--- config.mk ---
export PLATFORM = sky130hd
export DESIGN_NAME = update_lifecycle_fsm_flat
export DESIGN_NICKNAME = d
export VERILOG_FILES = /design/src/rtl/core/ulf_pkg.sv /design/src/rtl/core/ulf_evt_if.sv /design/src/rtl/core/ulf_res_if.sv /design/src/rtl/core/ulf_apb.sv /design/src/rtl/core/ulf_step.sv /design/src/rtl/core/ulf_track.sv /design/src/rtl/core/update_lifecycle_fsm.sv /design/src/flat_wrapper.sv
export VERILOG_INCLUDE_DIRS = /design/src /design/src/rtl/core
export SDC_FILE = /design/constraint.sdc
export NUM_CORES = 1
export LEC_CHECK = 0
export BUFFER_PORTS_ARGS = -buffer_cell sky130_fd_sc_hd__buf_2
export CAP_MARGIN = 20
export CORE_MARGIN = 3
export CORE_UTILIZATION = 50
export CTS_BUF_LIST = sky130_fd_sc_hd__clkbuf_16
export DETAILED_ROUTE_END_ITERATION = 10
export PLACE_DENSITY = 0.76
export SYNTH_ARGS = -nofsm -noshare
export SYNTH_HDL_FRONTEND = slang
export SYNTH_SLANG_ARGS = --single-unit
export TNS_END_PERCENT = 5
--- constraint.sdc ---
create_clock -name clk -period 8.85 [get_ports clk]
set_clock_uncertainty 0.1 [all_clocks]
set_input_delay 0.885 -clock clk [delete_from_list [all_inputs] [get_ports clk]]
set_output_delay 0.885 -clock clk [all_outputs]
set_load 0.01 [all_outputs]
--- src/rtl/core/update_lifecycle_fsm_assert.svh ---
// Assertion macros for the update lifecycle sequencer.
// Each macro expects clk and rst_n in scope; no other dependencies.
`ifndef UPDATE_LIFECYCLE_FSM_ASSERT_SVH
`define UPDATE_LIFECYCLE_FSM_ASSERT_SVH

// Same-cycle implication, disabled during reset.
`define ULF_ASSERT_SAME(label, ante, cons) \
    label: assert property (@(posedge clk) disable iff (!rst_n) (ante) |-> (cons)) \
        else $error("update lifecycle assertion failed");

// Next-cycle implication, disabled during reset.
`define ULF_ASSERT_NEXT(label, ante, cons) \
    label: assert property (@(posedge clk) disable iff (!rst_n) (ante) |=> (cons)) \
        else $error("update lifecycle assertion failed");

`endif

--- src/rtl/core/ulf_pkg.sv ---
// Shared types and codes of the update lifecycle sequencer.
// No dependencies; every other file but the assertion header imports it.
package ulf_pkg;

    localparam int APB_AW = 4;

    typedef logic [3:0]  evt_code_t;
    typedef logic [3:0]  lc_state_t;
    typedef logic [1:0]  status_t;
    typedef logic [31:0] count_t;
    typedef logic [1:0]  reg_idx_t;

    localparam evt_code_t EV_START     = 4'd0;
    localparam evt_code_t EV_DL_OK     = 4'd1;
    localparam evt_code_t EV_DL_FAIL   = 4'd2;
    localparam evt_code_t EV_VER_OK    = 4'd3;
    localparam evt_code_t EV_VER_FAIL  = 4'd4;
    localparam evt_code_t EV_STAGE_OK  = 4'd5;
    localparam evt_code_t EV_PRE_OK    = 4'd6;
    localparam evt_code_t EV_PRE_FAIL  = 4'd7;
    localparam evt_code_t EV_ACT_OK    = 4'd8;
    localparam evt_code_t EV_ACT_FAIL  = 4'd9;
    localparam evt_code_t EV_HL_OK     = 4'd10;
    localparam evt_code_t EV_HL_FAIL   = 4'd11;
    localparam evt_code_t EV_COMMIT_OK = 4'd12;
    localparam evt_code_t EV_RB_DONE   = 4'd13;
    localparam evt_code_t EV_CANCEL    = 4'd14;

    localparam lc_state_t ST_IDLE      = 4'd0;
    localparam lc_state_t ST_DOWNLOAD  = 4'd1;
    localparam lc_state_t ST_VERIFY    = 4'd2;
    localparam lc_state_t ST_STAGE     = 4'd3;
    localparam lc_state_t ST_PREFLIGHT = 4'd4;
    localparam lc_state_t ST_ACTIVATE  = 4'd5;
    localparam lc_state_t ST_HEALTH    = 4'd6;
    localparam lc_state_t ST_COMMIT    = 4'd7;
    localparam lc_state_t ST_DONE      = 4'd8;
    localparam lc_state_t ST_ROLLBACK  = 4'd9;
    localparam lc_state_t ST_FAILED    = 4'd10;

    localparam status_t STATUS_OK       = 2'd0;
    localparam status_t STATUS_REJECTED = 2'd1;
    localparam status_t STATUS_HOOKFAIL = 2'd2;

    localparam reg_idx_t REG_ACTIVATE_HOOK = 2'd0;
    localparam reg_idx_t REG_COMMIT_HOOK   = 2'd1;
    localparam reg_idx_t REG_ROLLBACK_HOOK = 2'd2;

    typedef struct packed {
        logic activate;
        logic commit;
        logic rollback;
    } hook_cfg_t;

    typedef struct packed {
        logic seq;
        logic started;
        logic committed;
        logic rollback;
        logic verify_fail;
        logic health_fail;
        logic rejected;
        logic cancel;
    } cnt_inc_t;

    typedef struct packed {
        status_t   status;
        lc_state_t next_state;
        cnt_inc_t  inc;
    } step_t;

    typedef struct packed {
        lc_state_t cur_state;
        count_t    seq;
        count_t    started;
        count_t    committed;
        count_t    rollback;
        count_t    verify_fail;
        count_t    health_fail;
        count_t    rejected;
        count_t    cancel;
    } snap_t;

endpackage

--- src/rtl/core/ulf_evt_if.sv ---
// Event request channel of the update lifecycle sequencer.
// Depends on ulf_pkg.
interface ulf_evt_if;
    import ulf_pkg::*;

    logic      valid;
    logic      ready;
    evt_code_t event_code;
    logic      hook_failed;

    modport source (output valid, output event_code, output hook_failed, input ready);
    modport sink   (input valid, input event_code, input hook_failed, output ready);
endinterface

--- src/rtl/core/ulf_res_if.sv ---
// Result channel of the update lifecycle sequencer.
// Depends on ulf_pkg.
interface ulf_res_if;
    import ulf_pkg::*;

    logic      valid;
    logic      ready;
    status_t   status;
    lc_state_t cur_state;
    count_t    seq_count;
    count_t    started_count;
    count_t    committed_count;
    count_t    rollback_count;
    count_t    verify_fail_count;
    count_t    health_fail_count;
    count_t    rejected_count;
    count_t    cancel_count;

    modport source (
        output valid, output status, output cur_state, output seq_count,
        output started_count, output committed_count, output rollback_count,
        output verify_fail_count, output health_fail_count, output rejected_count,
        output cancel_count, input ready
    );
    modport sink (
        input valid, input status, input cur_state, input seq_count,
        input started_count, input committed_count, input rollback_count,
        input verify_fail_count, input health_fail_count, input rejected_count,
        input cancel_count, output ready
    );
endinterface

--- src/rtl/core/ulf_apb.sv ---
// APB register block holding the three hook enables.
// Depends on ulf_pkg.
module ulf_apb (
    input  logic                        clk,
    input  logic                        rst_n,
    input  logic                        psel,
    input  logic                        penable,
    input  logic                        pwrite,
    input  logic [ulf_pkg::APB_AW-1:0]  paddr,
    input  logic [31:0]                 pwdata,
    output logic [31:0]                 prdata,
    output logic                        pready,
    output ulf_pkg::hook_cfg_t          hooks
);
    import ulf_pkg::*;

    hook_cfg_t hooks_reg;
    hook_cfg_t hooks_next;
    reg_idx_t  idx;
    logic      wr_en;

    assign pready = 1'b1;
    assign idx    = paddr[APB_AW-1:2];
    assign wr_en  = psel && penable && pwrite && pready;

    always_comb
    begin
        hooks_next = hooks_reg;
        if (wr_en)
        begin
            case (idx)
                REG_ACTIVATE_HOOK: hooks_next.activate = pwdata[0];
                REG_COMMIT_HOOK:   hooks_next.commit   = pwdata[0];
                REG_ROLLBACK_HOOK: hooks_next.rollback = pwdata[0];
                default:           hooks_next = hooks_reg;
            endcase
        end
    end

    always_comb
    begin
        case (idx)
            REG_ACTIVATE_HOOK: prdata = {31'd0, hooks_reg.activate};
            REG_COMMIT_HOOK:   prdata = {31'd0, hooks_reg.commit};
            REG_ROLLBACK_HOOK: prdata = {31'd0, hooks_reg.rollback};
            default:           prdata = 32'd0;
        endcase
    end

    always_ff @(posedge clk or negedge rst_n)
    begin
        if (!rst_n)
        begin
            hooks_reg <= '0;
        end
        else
        begin
            hooks_reg <= hooks_next;
        end
    end

    assign hooks = hooks_reg;
endmodule

--- src/rtl/core/ulf_step.sv ---
// Transition logic: decides the next state, the status and which counters move.
// Depends on ulf_pkg.
module ulf_step (
    input  ulf_pkg::lc_state_t  cur_state,
    input  ulf_pkg::evt_code_t  event_code,
    input  logic                hook_failed,
    input  ulf_pkg::hook_cfg_t  hooks,
    output ulf_pkg::step_t      step
);
    import ulf_pkg::*;

    always_comb
    begin
        logic      ok;
        logic      hf;
        lc_state_t nxt;
        cnt_inc_t  inc;

        ok  = 1'b0;
        hf  = 1'b0;
        nxt = cur_state;
        inc = '0;

        case (event_code)
            EV_START:
                if (cur_state == ST_IDLE || cur_state == ST_DONE || cur_state == ST_FAILED)
                begin
                    ok = 1'b1;
                    nxt = ST_DOWNLOAD;
                    inc.started = 1'b1;
                end
            EV_DL_OK:
                if (cur_state == ST_DOWNLOAD)
                begin
                    ok = 1'b1;
                    nxt = ST_VERIFY;
                end
            EV_DL_FAIL:
                if (cur_state == ST_DOWNLOAD)
                begin
                    ok = 1'b1;
                    nxt = ST_FAILED;
                end
            EV_VER_OK:
                if (cur_state == ST_VERIFY)
                begin
                    ok = 1'b1;
                    nxt = ST_STAGE;
                end
            EV_VER_FAIL:
                if (cur_state == ST_VERIFY)
                begin
                    ok = 1'b1;
                    nxt = ST_FAILED;
                    inc.verify_fail = 1'b1;
                end
            EV_STAGE_OK:
                if (cur_state == ST_STAGE)
                begin
                    ok = 1'b1;
                    nxt = ST_PREFLIGHT;
                end
            EV_PRE_OK:
                if (cur_state == ST_PREFLIGHT)
                begin
                    ok = 1'b1;
                    nxt = ST_ACTIVATE;
                end
            EV_PRE_FAIL:
                if (cur_state == ST_PREFLIGHT)
                begin
                    ok = 1'b1;
                    nxt = ST_FAILED;
                end
            EV_ACT_OK:
                if (cur_state == ST_ACTIVATE)
                begin
                    ok = 1'b1;
                    if (hooks.activate && hook_failed)
                    begin
                        hf = 1'b1;
                        nxt = ST_ROLLBACK;
                    end
                    else
                    begin
                        nxt = ST_HEALTH;
                    end
                end
            EV_ACT_FAIL:
                if (cur_state == ST_ACTIVATE)
                begin
                    ok = 1'b1;
                    nxt = ST_ROLLBACK;
                end
            EV_HL_OK:
                if (cur_state == ST_HEALTH)
                begin
                    ok = 1'b1;
                    nxt = ST_COMMIT;
                end
            EV_HL_FAIL:
                if (cur_state == ST_HEALTH)
                begin
                    ok = 1'b1;
                    nxt = ST_ROLLBACK;
                    inc.health_fail = 1'b1;
                end
            EV_COMMIT_OK:
                if (cur_state == ST_COMMIT)
                begin
                    ok = 1'b1;
                    if (hooks.commit && hook_failed)
                    begin
                        hf = 1'b1;
                        nxt = ST_FAILED;
                    end
                    else
                    begin
                        nxt = ST_DONE;
                        inc.committed = 1'b1;
                    end
                end
            EV_RB_DONE:
                if (cur_state == ST_ROLLBACK)
                begin
                    // A failing rollback hook still ends in failed, but is not counted as a rollback.
                    ok = 1'b1;
                    nxt = ST_FAILED;
                    if (hooks.rollback && hook_failed)
                    begin
                        hf = 1'b1;
                    end
                    else
                    begin
                        inc.rollback = 1'b1;
                    end
                end
            EV_CANCEL:
                if (cur_state == ST_DOWNLOAD || cur_state == ST_VERIFY ||
                    cur_state == ST_STAGE || cur_state == ST_PREFLIGHT)
                begin
                    ok = 1'b1;
                    nxt = ST_IDLE;
                    inc.cancel = 1'b1;
                end
            default:
                ok = 1'b0;
        endcase

        inc.seq      = ok;
        inc.rejected = !ok;

        step.next_state = nxt;
        step.inc        = inc;
        if (!ok)
        begin
            step.status = STATUS_REJECTED;
        end
        else if (hf)
        begin
            step.status = STATUS_HOOKFAIL;
        end
        else
        begin
            step.status = STATUS_OK;
        end
    end
endmodule

--- src/rtl/core/ulf_track.sv ---
// Lifecycle state and statistics counters, updated once per processed event.
// Depends on ulf_pkg.
module ulf_track (
    input  logic            clk,
    input  logic            rst_n,
    input  logic            update,
    input  ulf_pkg::step_t  step,
    output ulf_pkg::snap_t  snap
);
    import ulf_pkg::*;

    snap_t snap_reg;
    snap_t snap_next;

    always_comb
    begin
        snap_next = snap_reg;
        if (update)
        begin
            snap_next.cur_state   = step.next_state;
            snap_next.seq         = snap_reg.seq         + {31'd0, step.inc.seq};
            snap_next.started     = snap_reg.started     + {31'd0, step.inc.started};
            snap_next.committed   = snap_reg.committed   + {31'd0, step.inc.committed};
            snap_next.rollback    = snap_reg.rollback    + {31'd0, step.inc.rollback};
            snap_next.verify_fail = snap_reg.verify_fail + {31'd0, step.inc.verify_fail};
            snap_next.health_fail = snap_reg.health_fail + {31'd0, step.inc.health_fail};
            snap_next.rejected    = snap_reg.rejected    + {31'd0, step.inc.rejected};
            snap_next.cancel      = snap_reg.cancel      + {31'd0, step.inc.cancel};
        end
    end

    always_ff @(posedge clk or negedge rst_n)
    begin
        if (!rst_n)
        begin
            snap_reg <= '0;
        end
        else
        begin
            snap_reg <= snap_next;
        end
    end

    assign snap = snap_reg;
endmodule

--- src/rtl/core/update_lifecycle_fsm.sv ---
// Top level of the update lifecycle sequencer.
// Depends on ulf_pkg, ulf_evt_if, ulf_res_if, ulf_apb, ulf_step, ulf_track.
//
// Usage:
//   Events arrive on the evt channel (event_code, hook_failed) with a
//   valid/ready handshake; each request yields exactly one result on the res
//   channel: status, the state after the event and the eight counters.
//   The hook enables are set through the APB port (byte addresses 0, 4, 8;
//   bit 0 is the enable) while no request is in flight.
//   From request acceptance to result valid, the request sits in the input
//   register, then the transition logic writes the state and counter
//   registers, which double as the result register. Throughput is one
//   event per cycle while the receiver does not stall; the state register
//   loop is one level of transition logic plus a 32-bit increment.
//   Reset clears the state to idle, all counters and the hook enables.
//   When the receiver stalls, the result holds and the input register takes
//   one more request; further requests see ready low until the result goes.
module update_lifecycle_fsm (
    input  logic                        clk,
    input  logic                        rst_n,
    ulf_evt_if.sink                     evt,
    ulf_res_if.source                   res,
    input  logic                        psel,
    input  logic                        penable,
    input  logic                        pwrite,
    input  logic [ulf_pkg::APB_AW-1:0]  paddr,
    input  logic [31:0]                 pwdata,
    output logic [31:0]                 prdata,
    output logic                        pready
);
    import ulf_pkg::*;

    hook_cfg_t hooks;
    step_t     step;
    snap_t     snap;

    logic      in_vld_reg;
    logic      in_vld_next;
    evt_code_t ev_reg;
    logic      hf_reg;
    logic      res_vld_reg;
    logic      res_vld_next;
    status_t   status_reg;
    logic      adv;
    logic      take;

    // The queued event moves on whenever the result slot is free or emptying.
    assign adv       = in_vld_reg && (!res_vld_reg || res.ready);
    assign evt.ready = !in_vld_reg || adv;
    assign take      = evt.valid && evt.ready;

    always_comb
    begin
        in_vld_next = in_vld_reg;
        if (take)
        begin
            in_vld_next = 1'b1;
        end
        else if (adv)
        begin
            in_vld_next = 1'b0;
        end

        res_vld_next = res_vld_reg;
        if (adv)
        begin
            res_vld_next = 1'b1;
        end
        else if (res.ready)
        begin
            res_vld_next = 1'b0;
        end
    end

    always_ff @(posedge clk or negedge rst_n)
    begin
        if (!rst_n)
        begin
            in_vld_reg  <= 1'b0;
            res_vld_reg <= 1'b0;
        end
        else
        begin
            in_vld_reg  <= in_vld_next;
            res_vld_reg <= res_vld_next;
        end
    end

    always_ff @(posedge clk)
    begin
        if (take)
        begin
            ev_reg <= evt.event_code;
            hf_reg <= evt.hook_failed;
        end
        if (adv)
        begin
            status_reg <= step.status;
        end
    end

    ulf_apb u_apb (
        .clk     (clk),
        .rst_n   (rst_n),
        .psel    (psel),
        .penable (penable),
        .pwrite  (pwrite),
        .paddr   (paddr),
        .pwdata  (pwdata),
        .prdata  (prdata),
        .pready  (pready),
        .hooks   (hooks)
    );

    ulf_step u_step (
        .cur_state   (snap.cur_state),
        .event_code  (ev_reg),
        .hook_failed (hf_reg),
        .hooks       (hooks),
        .step        (step)
    );

    ulf_track u_track (
        .clk    (clk),
        .rst_n  (rst_n),
        .update (adv),
        .step   (step),
        .snap   (snap)
    );

    assign res.valid             = res_vld_reg;
    assign res.status            = status_reg;
    assign res.cur_state         = snap.cur_state;
    assign res.seq_count         = snap.seq;
    assign res.started_count     = snap.started;
    assign res.committed_count   = snap.committed;
    assign res.rollback_count    = snap.rollback;
    assign res.verify_fail_count = snap.verify_fail;
    assign res.health_fail_count = snap.health_fail;
    assign res.rejected_count    = snap.rejected;
    assign res.cancel_count      = snap.cancel;

`include "update_lifecycle_fsm_assert.svh"

    `ULF_ASSERT_NEXT(a_reject_holds_seq, adv && step.status == STATUS_REJECTED,
        snap.seq == $past(snap.seq))
    `ULF_ASSERT_NEXT(a_reject_counted, adv && step.status == STATUS_REJECTED,
        snap.rejected == $past(snap.rejected) + 32'd1)
    `ULF_ASSERT_SAME(a_hookfail_state, res_vld_reg && status_reg == STATUS_HOOKFAIL,
        snap.cur_state == ST_ROLLBACK || snap.cur_state == ST_FAILED)
    `ULF_ASSERT_NEXT(a_queued_kept, in_vld_reg && !adv, in_vld_reg)

endmodule
--- src/flat_wrapper.sv ---
// flat-port wrapper written by rule: the top's interface ports become plain ports
module update_lifecycle_fsm_flat import ulf_pkg::*;
  (clk, rst_n, psel, penable, pwrite, paddr, pwdata, prdata, pready, evt_valid, evt_event_code, evt_hook_failed, evt_ready, res_valid, res_status, res_cur_state, res_seq_count, res_started_count, res_committed_count, res_rollback_count, res_verify_fail_count, res_health_fail_count, res_rejected_count, res_cancel_count, res_ready);
  ulf_evt_if evt_i ();
  ulf_res_if res_i ();
  input  logic clk;
  input  logic rst_n;
  input  logic psel;
  input  logic penable;
  input  logic pwrite;
  input  logic [ulf_pkg::APB_AW-1:0] paddr;
  input  logic [31:0] pwdata;
  output logic [31:0] prdata;
  output logic pready;
  input wire logic [$bits(evt_i.valid)-1:0] evt_valid;
  input wire logic [$bits(evt_i.event_code)-1:0] evt_event_code;
  input wire logic [$bits(evt_i.hook_failed)-1:0] evt_hook_failed;
  output wire logic [$bits(evt_i.ready)-1:0] evt_ready;
  output wire logic [$bits(res_i.valid)-1:0] res_valid;
  output wire logic [$bits(res_i.status)-1:0] res_status;
  output wire logic [$bits(res_i.cur_state)-1:0] res_cur_state;
  output wire logic [$bits(res_i.seq_count)-1:0] res_seq_count;
  output wire logic [$bits(res_i.started_count)-1:0] res_started_count;
  output wire logic [$bits(res_i.committed_count)-1:0] res_committed_count;
  output wire logic [$bits(res_i.rollback_count)-1:0] res_rollback_count;
  output wire logic [$bits(res_i.verify_fail_count)-1:0] res_verify_fail_count;
  output wire logic [$bits(res_i.health_fail_count)-1:0] res_health_fail_count;
  output wire logic [$bits(res_i.rejected_count)-1:0] res_rejected_count;
  output wire logic [$bits(res_i.cancel_count)-1:0] res_cancel_count;
  input wire logic [$bits(res_i.ready)-1:0] res_ready;
  assign evt_i.valid = evt_valid;
  assign evt_i.event_code = evt_event_code;
  assign evt_i.hook_failed = evt_hook_failed;
  assign evt_ready = evt_i.ready;
  assign res_valid = res_i.valid;
  assign res_status = res_i.status;
  assign res_cur_state = res_i.cur_state;
  assign res_seq_count = res_i.seq_count;
  assign res_started_count = res_i.started_count;
  assign res_committed_count = res_i.committed_count;
  assign res_rollback_count = res_i.rollback_count;
  assign res_verify_fail_count = res_i.verify_fail_count;
  assign res_health_fail_count = res_i.health_fail_count;
  assign res_rejected_count = res_i.rejected_count;
  assign res_cancel_count = res_i.cancel_count;
  assign res_i.ready = res_ready;
  update_lifecycle_fsm u_core (.clk(clk), .rst_n(rst_n), .evt(evt_i), .res(res_i), .psel(psel), .penable(penable), .pwrite(pwrite), .paddr(paddr), .pwdata(pwdata), .prdata(prdata), .pready(pready));
endmodule
Word-level counts from Yosys, hierarchy flattened
Cells that the tools add are included.
- eq/ne operators: 41
- add/subtract/negate cells: 8
- muxes and demuxes: 52
- reductions and logical operators: 32
- operator list (kind ; count):
    adder 32 x 1 -> 32 bit ; 8
    2-to-1 mux 4 bit ; 16
    one-hot mux 4 bit (15 select lines) ; 1
    == test 4 bit, second input constant ; 10
    == test 4 x 3 -> 1 bit, second input constant ; 8
    2-to-1 mux 1 bit ; 30
    inequality test 2 bit, second input constant ; 15
    AND reduction 17 bit ; 1
    == test 4 x 2 -> 1 bit, second input constant ; 4
    nonzero test 15 bit ; 1
    one-hot mux 1 bit (10 select lines) ; 1
    OR reduction 2 bit ; 5
    == test 4 x 1 -> 1 bit, second input constant ; 2
    logical NOT 4 bit ; 2
    logical AND 1 bit ; 7
    logical OR 1 bit ; 7
    one-hot mux 1 bit (3 select lines) ; 2
    AND reduction 2 bit ; 3
    2-to-1 mux 2 bit ; 2
    nonzero test 2 bit ; 2
    logical NOT 1 bit ; 3
    == test 2 x 1 -> 1 bit, second input constant ; 1
    == test 2 bit, second input constant ; 1
    logical NOT 2 bit ; 1
- word-level logic and storage cells: 150
- output and inout bits: 297
- register bits: 272

Longest topological paths before layout
- word-level depth: 8
- mapped depth: 15

By module
Synthesis repeated with hierarchy kept, for this count alone.
- cells, all modules: 1223
- area total of the unflattened synthesis: 13265.2 µm²
- modules (own cells, without submodules) (module ; times used ; area an instance (µm²) ; cells each):
    ulf_track ; 1 ; 11732.5 ; 1027
    ulf_step ; 1 ; 799.5 ; 134
    ulf_apb ; 1 ; 419.2 ; 47
    update_lifecycle_fsm ; 1 ; 314.1 ; 15

Worst setup path after synthesis
No wires, ideal clock.
- path type: flip-flop to flip-flop
- start: reg u_core.ev_reg[1]
- end: reg u_core.u_track.snap_reg (netlist bit u_core.u_track.snap[255])
- stages on the path, launching flop included: 14
- required time: 8.671 ns
- path slack: 5.455 ns
- data arrival time: 3.216 ns
- path buffers: 2
- period minus slack after synthesis: 3.395 ns
- path through: edfxtp_1 -> clkbuf_1 -> nand2b_1 -> or4b_2 -> nand3_1 -> nor4_1 -> nand2_1 -> ha_1 -> nand3_1 -> or4_4 -> buf_6 -> or4_4 -> nor2_1 -> xor2_1
- RTL lines (item ; RTL line ; source):
    start, declared ; update_lifecycle_fsm.sv:39 ; evt_code_t ev_reg;
    start signal, assigned ; update_lifecycle_fsm.sv:93 ; ev_reg <= evt.event_code;
    end signal, assigned ; ulf_track.sv:40 ; snap_reg <= snap_next;
    end, declared ; ulf_track.sv:12 ; snap_t snap_reg;

==> summary.txt <==
Detailed routing
  • Iter 0 DRT Violations: 574
  • Routed Antenna Nets: 0
  • Drt drc: 0
  • Vias: a little under 10000
  • Vias per cell: 5.27
  • DR pass1 iterations: 4
  • WL final: about 30000 µm
  • Wirelength per Cell: ~16 µm

Worst setup path
  • Startpoint types: flop
  • Critical path peak fanout: 20
  • Critical path type: flop to flop
  • Crit. path cell count: 11
  • R2r startpoint: u_core.ev_reg[3]$_DFFE_PP_
  • Worst setup EP type: flop
  • Data arrival, critical path: between 4 and 5 ns
  • Flop-to-flop setup slack: 4.93 ns
  • Ordered cell list for the critical path: nand2_1 > or4b_2 > nand3_1 > nor4_1 > nand2_1 > ha_1 > nand3_1 > nor4_1 > nor4bb_1 > nand3_1 > xnor2_1
  • Worst EP required: 9.17 ns
  • Largest stage delay, worst path: just under 0.8 ns
  • Slowest CP cell: edfxtp_1
  • Most frequent cell on the critical path: nand3_1
  • Worst Path Buf+Inv: 0
  • Largest delay share family, worst path: simple AND/OR/NAND/NOR gates
  • FF-to-FF End: u_core.u_track.snap[243]$_DFFE_PN0P_
  • Worst r2r path cells: 11

Synthesis
  • Synth cell types: 55
  • Register area share after synthesis: roughly 53%
  • EDFF count, synth: 7
  • Top cells by area, synth: dfrtp_1 51%, xnor2_1 10%, xor2_1 6.4%
  • Area leader, netlist: dfrtp_1
  • Primary FF master, synth: dfrtp_1
  • Synth Instances: 1218
  • Syn_area_per_cell: 10.6 µm²
  • Yosys reg bits: 272
  • Ys async rst share: 97.4%
  • Yosys warns: 0
  • Post-synth top area share: 51.5%
  • Post-Syn Area: approximately 0.013 mm²

Clock tree
  • Post-CTS Setup Inserts: 0
  • Clock sink count: 272
  • Root Driver: clkbuf_16
  • CTS Hold Bufs: 0
  • CTS Buf Count: 29
  • Clk buf depth: 3
  • CTS tree: built
  • H-tree depth: 1
  • Clock Pin Slew Worst Setup and Hold Paths: around 0.060 ns
  • CTS resizes: 0
  • Skew-Pair Late Insertion Delay: between 0.5 and 0.6 ns

Outcome
  • Status: finished, final reports clean

Timing
  • Slew @ Worst Pin: 0.999 ns
  • Final count of negative-setup-slack endpoints: 0
  • Sum Neg Setup Slack: 0 ns
  • Period utilization: 44.3%
  • Max Clock Freq: 255 MHz
  • RSZ-0062 raised after global routing: false
  • Max-slew violations: 0
  • Max-Slew Margin vs Limit: between 30 and 40%
  • Min Tclk post-route: 3.92 ns
  • Final worst slack: 4.93 ns
  • Final Hold Vio Count: 0

GRT
  • GRT overflow: 0
  • Initial antenna violation count: 0
  • Largest net degree at the start of global routing: 168
  • Global-route wire length before repair: 49600 µm
  • Total track usage: a little over a fifth
  • Vias in the first global route: 9446

Floorplan
  • Die Width: 167 µm
  • Initial Utilization: between 50% and 60%
  • Die area: 0.0277 mm²
  • FP Rows: 58
  • Die H: 167 µm
  • Core Area: 0.0253 mm²
  • Io pins: approximately 350

Power and ir drop
  • VDD IR-drop max: 0.178 mV
  • Switching share of power: 26.1%
  • Sequential power share: 49.3%
  • Pleak: 7.93 nW
  • Logic pwr share: 9.4%
  • Cell Pwr Density: 181 mW/mm²
  • Internal: ~2.1 mW
  • Clock network power share: 41.3%
  • Net Switching: between 0.7 and 0.8 mW

Final layout
  • Area growth, synth to finish: 19.4%
  • Ratio of cells with drive above 1 in the final layout: 22.3%
  • Final-layout fill cell count: 2090
  • Max FFs per register: 260
  • Nets: 1564
  • Diode count: 0

Place
  • Place WS: 5.05 ns
  • Final HPWL DP: approximately 21000 µm
  • Port bufs: 279
  • GP Congestion: 0.898

Flow run
  • Max-Cap Viols: 0

Min path
  • Hold crit path type: input port to asynchronous set/reset pin
==> power by group through the flow <==
stage	combinational, mW	clock [mW]	sequential (mW)
floorplan	0.162	0	1.38
global placement	0.259	0	1.39
detailed placement	0.263	0	1.39
CTS	0.265	1.18	1.37
global route	0.291	1.24	1.38
finish	0.262	1.15	1.37
==> layer usage <==
metal  routed length, µm  global-route usage (%)
met5                   0                       0
met3                1510                    3.23
met2               14400                    34.7
met4                 943                    6.10
met1               13300                    29.2
==> cell families after synthesis <==
family                   after synthesis  share of synthesized area, %
adder cells (fa/ha/maj)               16                          1.55
multiplexers                           7                         0.602
AO/OA/AOI/OAI                         32                          1.58
buffers and inverters                 89                          3.68
XOR/XNOR                             245                          16.7
flip-flops                           272                          53.1
AND/OR/NAND/NOR                      555                          22.8
other                                  2                        0.0583
==> Yosys cell counts (4+ instances only) <==
| cell | instances |
|---|---|
| buf_1 | 4 |
| nand4_1 | 52 |
| nor2b_1 | 9 |
| edfxtp_1 | 7 |
| and2_1 | 17 |
| clkbuf_1 | 20 |
| ha_1 | 16 |
| buf_4 | 32 |
| a21oi_1 | 10 |
| nor4_1 | 10 |
| and3_1 | 57 |
| and4_1 | 29 |
| nor3_1 | 24 |
| nand3_1 | 86 |
| mux2_2 | 6 |
| o21ai_0 | 6 |
| xnor2_1 | 151 |
| nor2_1 | 71 |
| xor2_1 | 94 |
| inv_1 | 27 |
| dfrtp_1 | 265 |
| nand2_1 | 162 |
| nand2b_1 | 10 |
==> area by class of cell <==
class	instances	area (µm²)	area share, %
Inverter	29	111	0.724
Multi-Input combinational cell	887	5690	36.9
Timing Repair Buffer	281	1430	9.32
Sequential cell	272	6840	44.5
Tap cell	330	413	2.68
Clock inverter	24	154	1.00
Clock buffer	30	751	4.88
==> layout by cell type, fill, tap and decap left out, drive strengths merged, types with 18 or more instances in the layout <==
cell,Yosys,layout
xnor2,151,151
and4,29,29
nand2,162,162
dfrtp,265,265
inv,29,35
and3,57,57
buf,40,281
and2,18,18
clkbuf,20,30
nand3,86,86
nand4,52,52
xor2,94,94
nor2,71,71
nor3,25,25
conb,2,32
==> worst max path at each step <==
stage,to,slack [ns],start
floorplan,u_core.u_track.snap[255]$_DFFE_PN0P_,5.46,u_core.ev_reg[1]$_DFFE_PP_
global placement,u_core.u_track.snap[255]$_DFFE_PN0P_,5.12,u_core.u_track.snap[256]$_DFFE_PN0P_
detailed placement,u_core.u_track.snap[255]$_DFFE_PN0P_,5.05,u_core.ev_reg[3]$_DFFE_PP_
CTS,u_core.u_track.snap[243]$_DFFE_PN0P_,4.98,u_core.ev_reg[3]$_DFFE_PP_
global route,u_core.u_track.snap[243]$_DFFE_PN0P_,4.60,u_core.ev_reg[3]$_DFFE_PP_
finish,u_core.u_track.snap[243]$_DFFE_PN0P_,4.93,u_core.ev_reg[3]$_DFFE_PP_
==> worst reg2reg max path: stages, from the launching register on <==
cell	delay [ns]
edfxtp_1	0.77
nand2_1	0.24
or4b_2	0.72
nand3_1	0.10
nor4_1	0.06
nand2_1	0.09
ha_1	0.18
nand3_1	0.13
nor4_1	0.57
nor4bb_1	0.53
nand3_1	0.17
xnor2_1	0.16
==> metrics by stage <==
stage          power, mW  area, µm²  std cells  hold slack [ns]  utilization, %
5_1_grt             2.91      15400       1853            0.297            60.9
2_1_floorplan       1.54      13000       1248            0.404               -
4_1_cts             2.82      15400       1853            0.299            60.9
3_5_place_dp        1.66      14500       1799            0.356            57.4
3_3_place_gp        1.65      14500       1799            0.351            57.4
6_report            2.79      15400       1853            0.254            60.9
(Power assumes the default switching activity.)
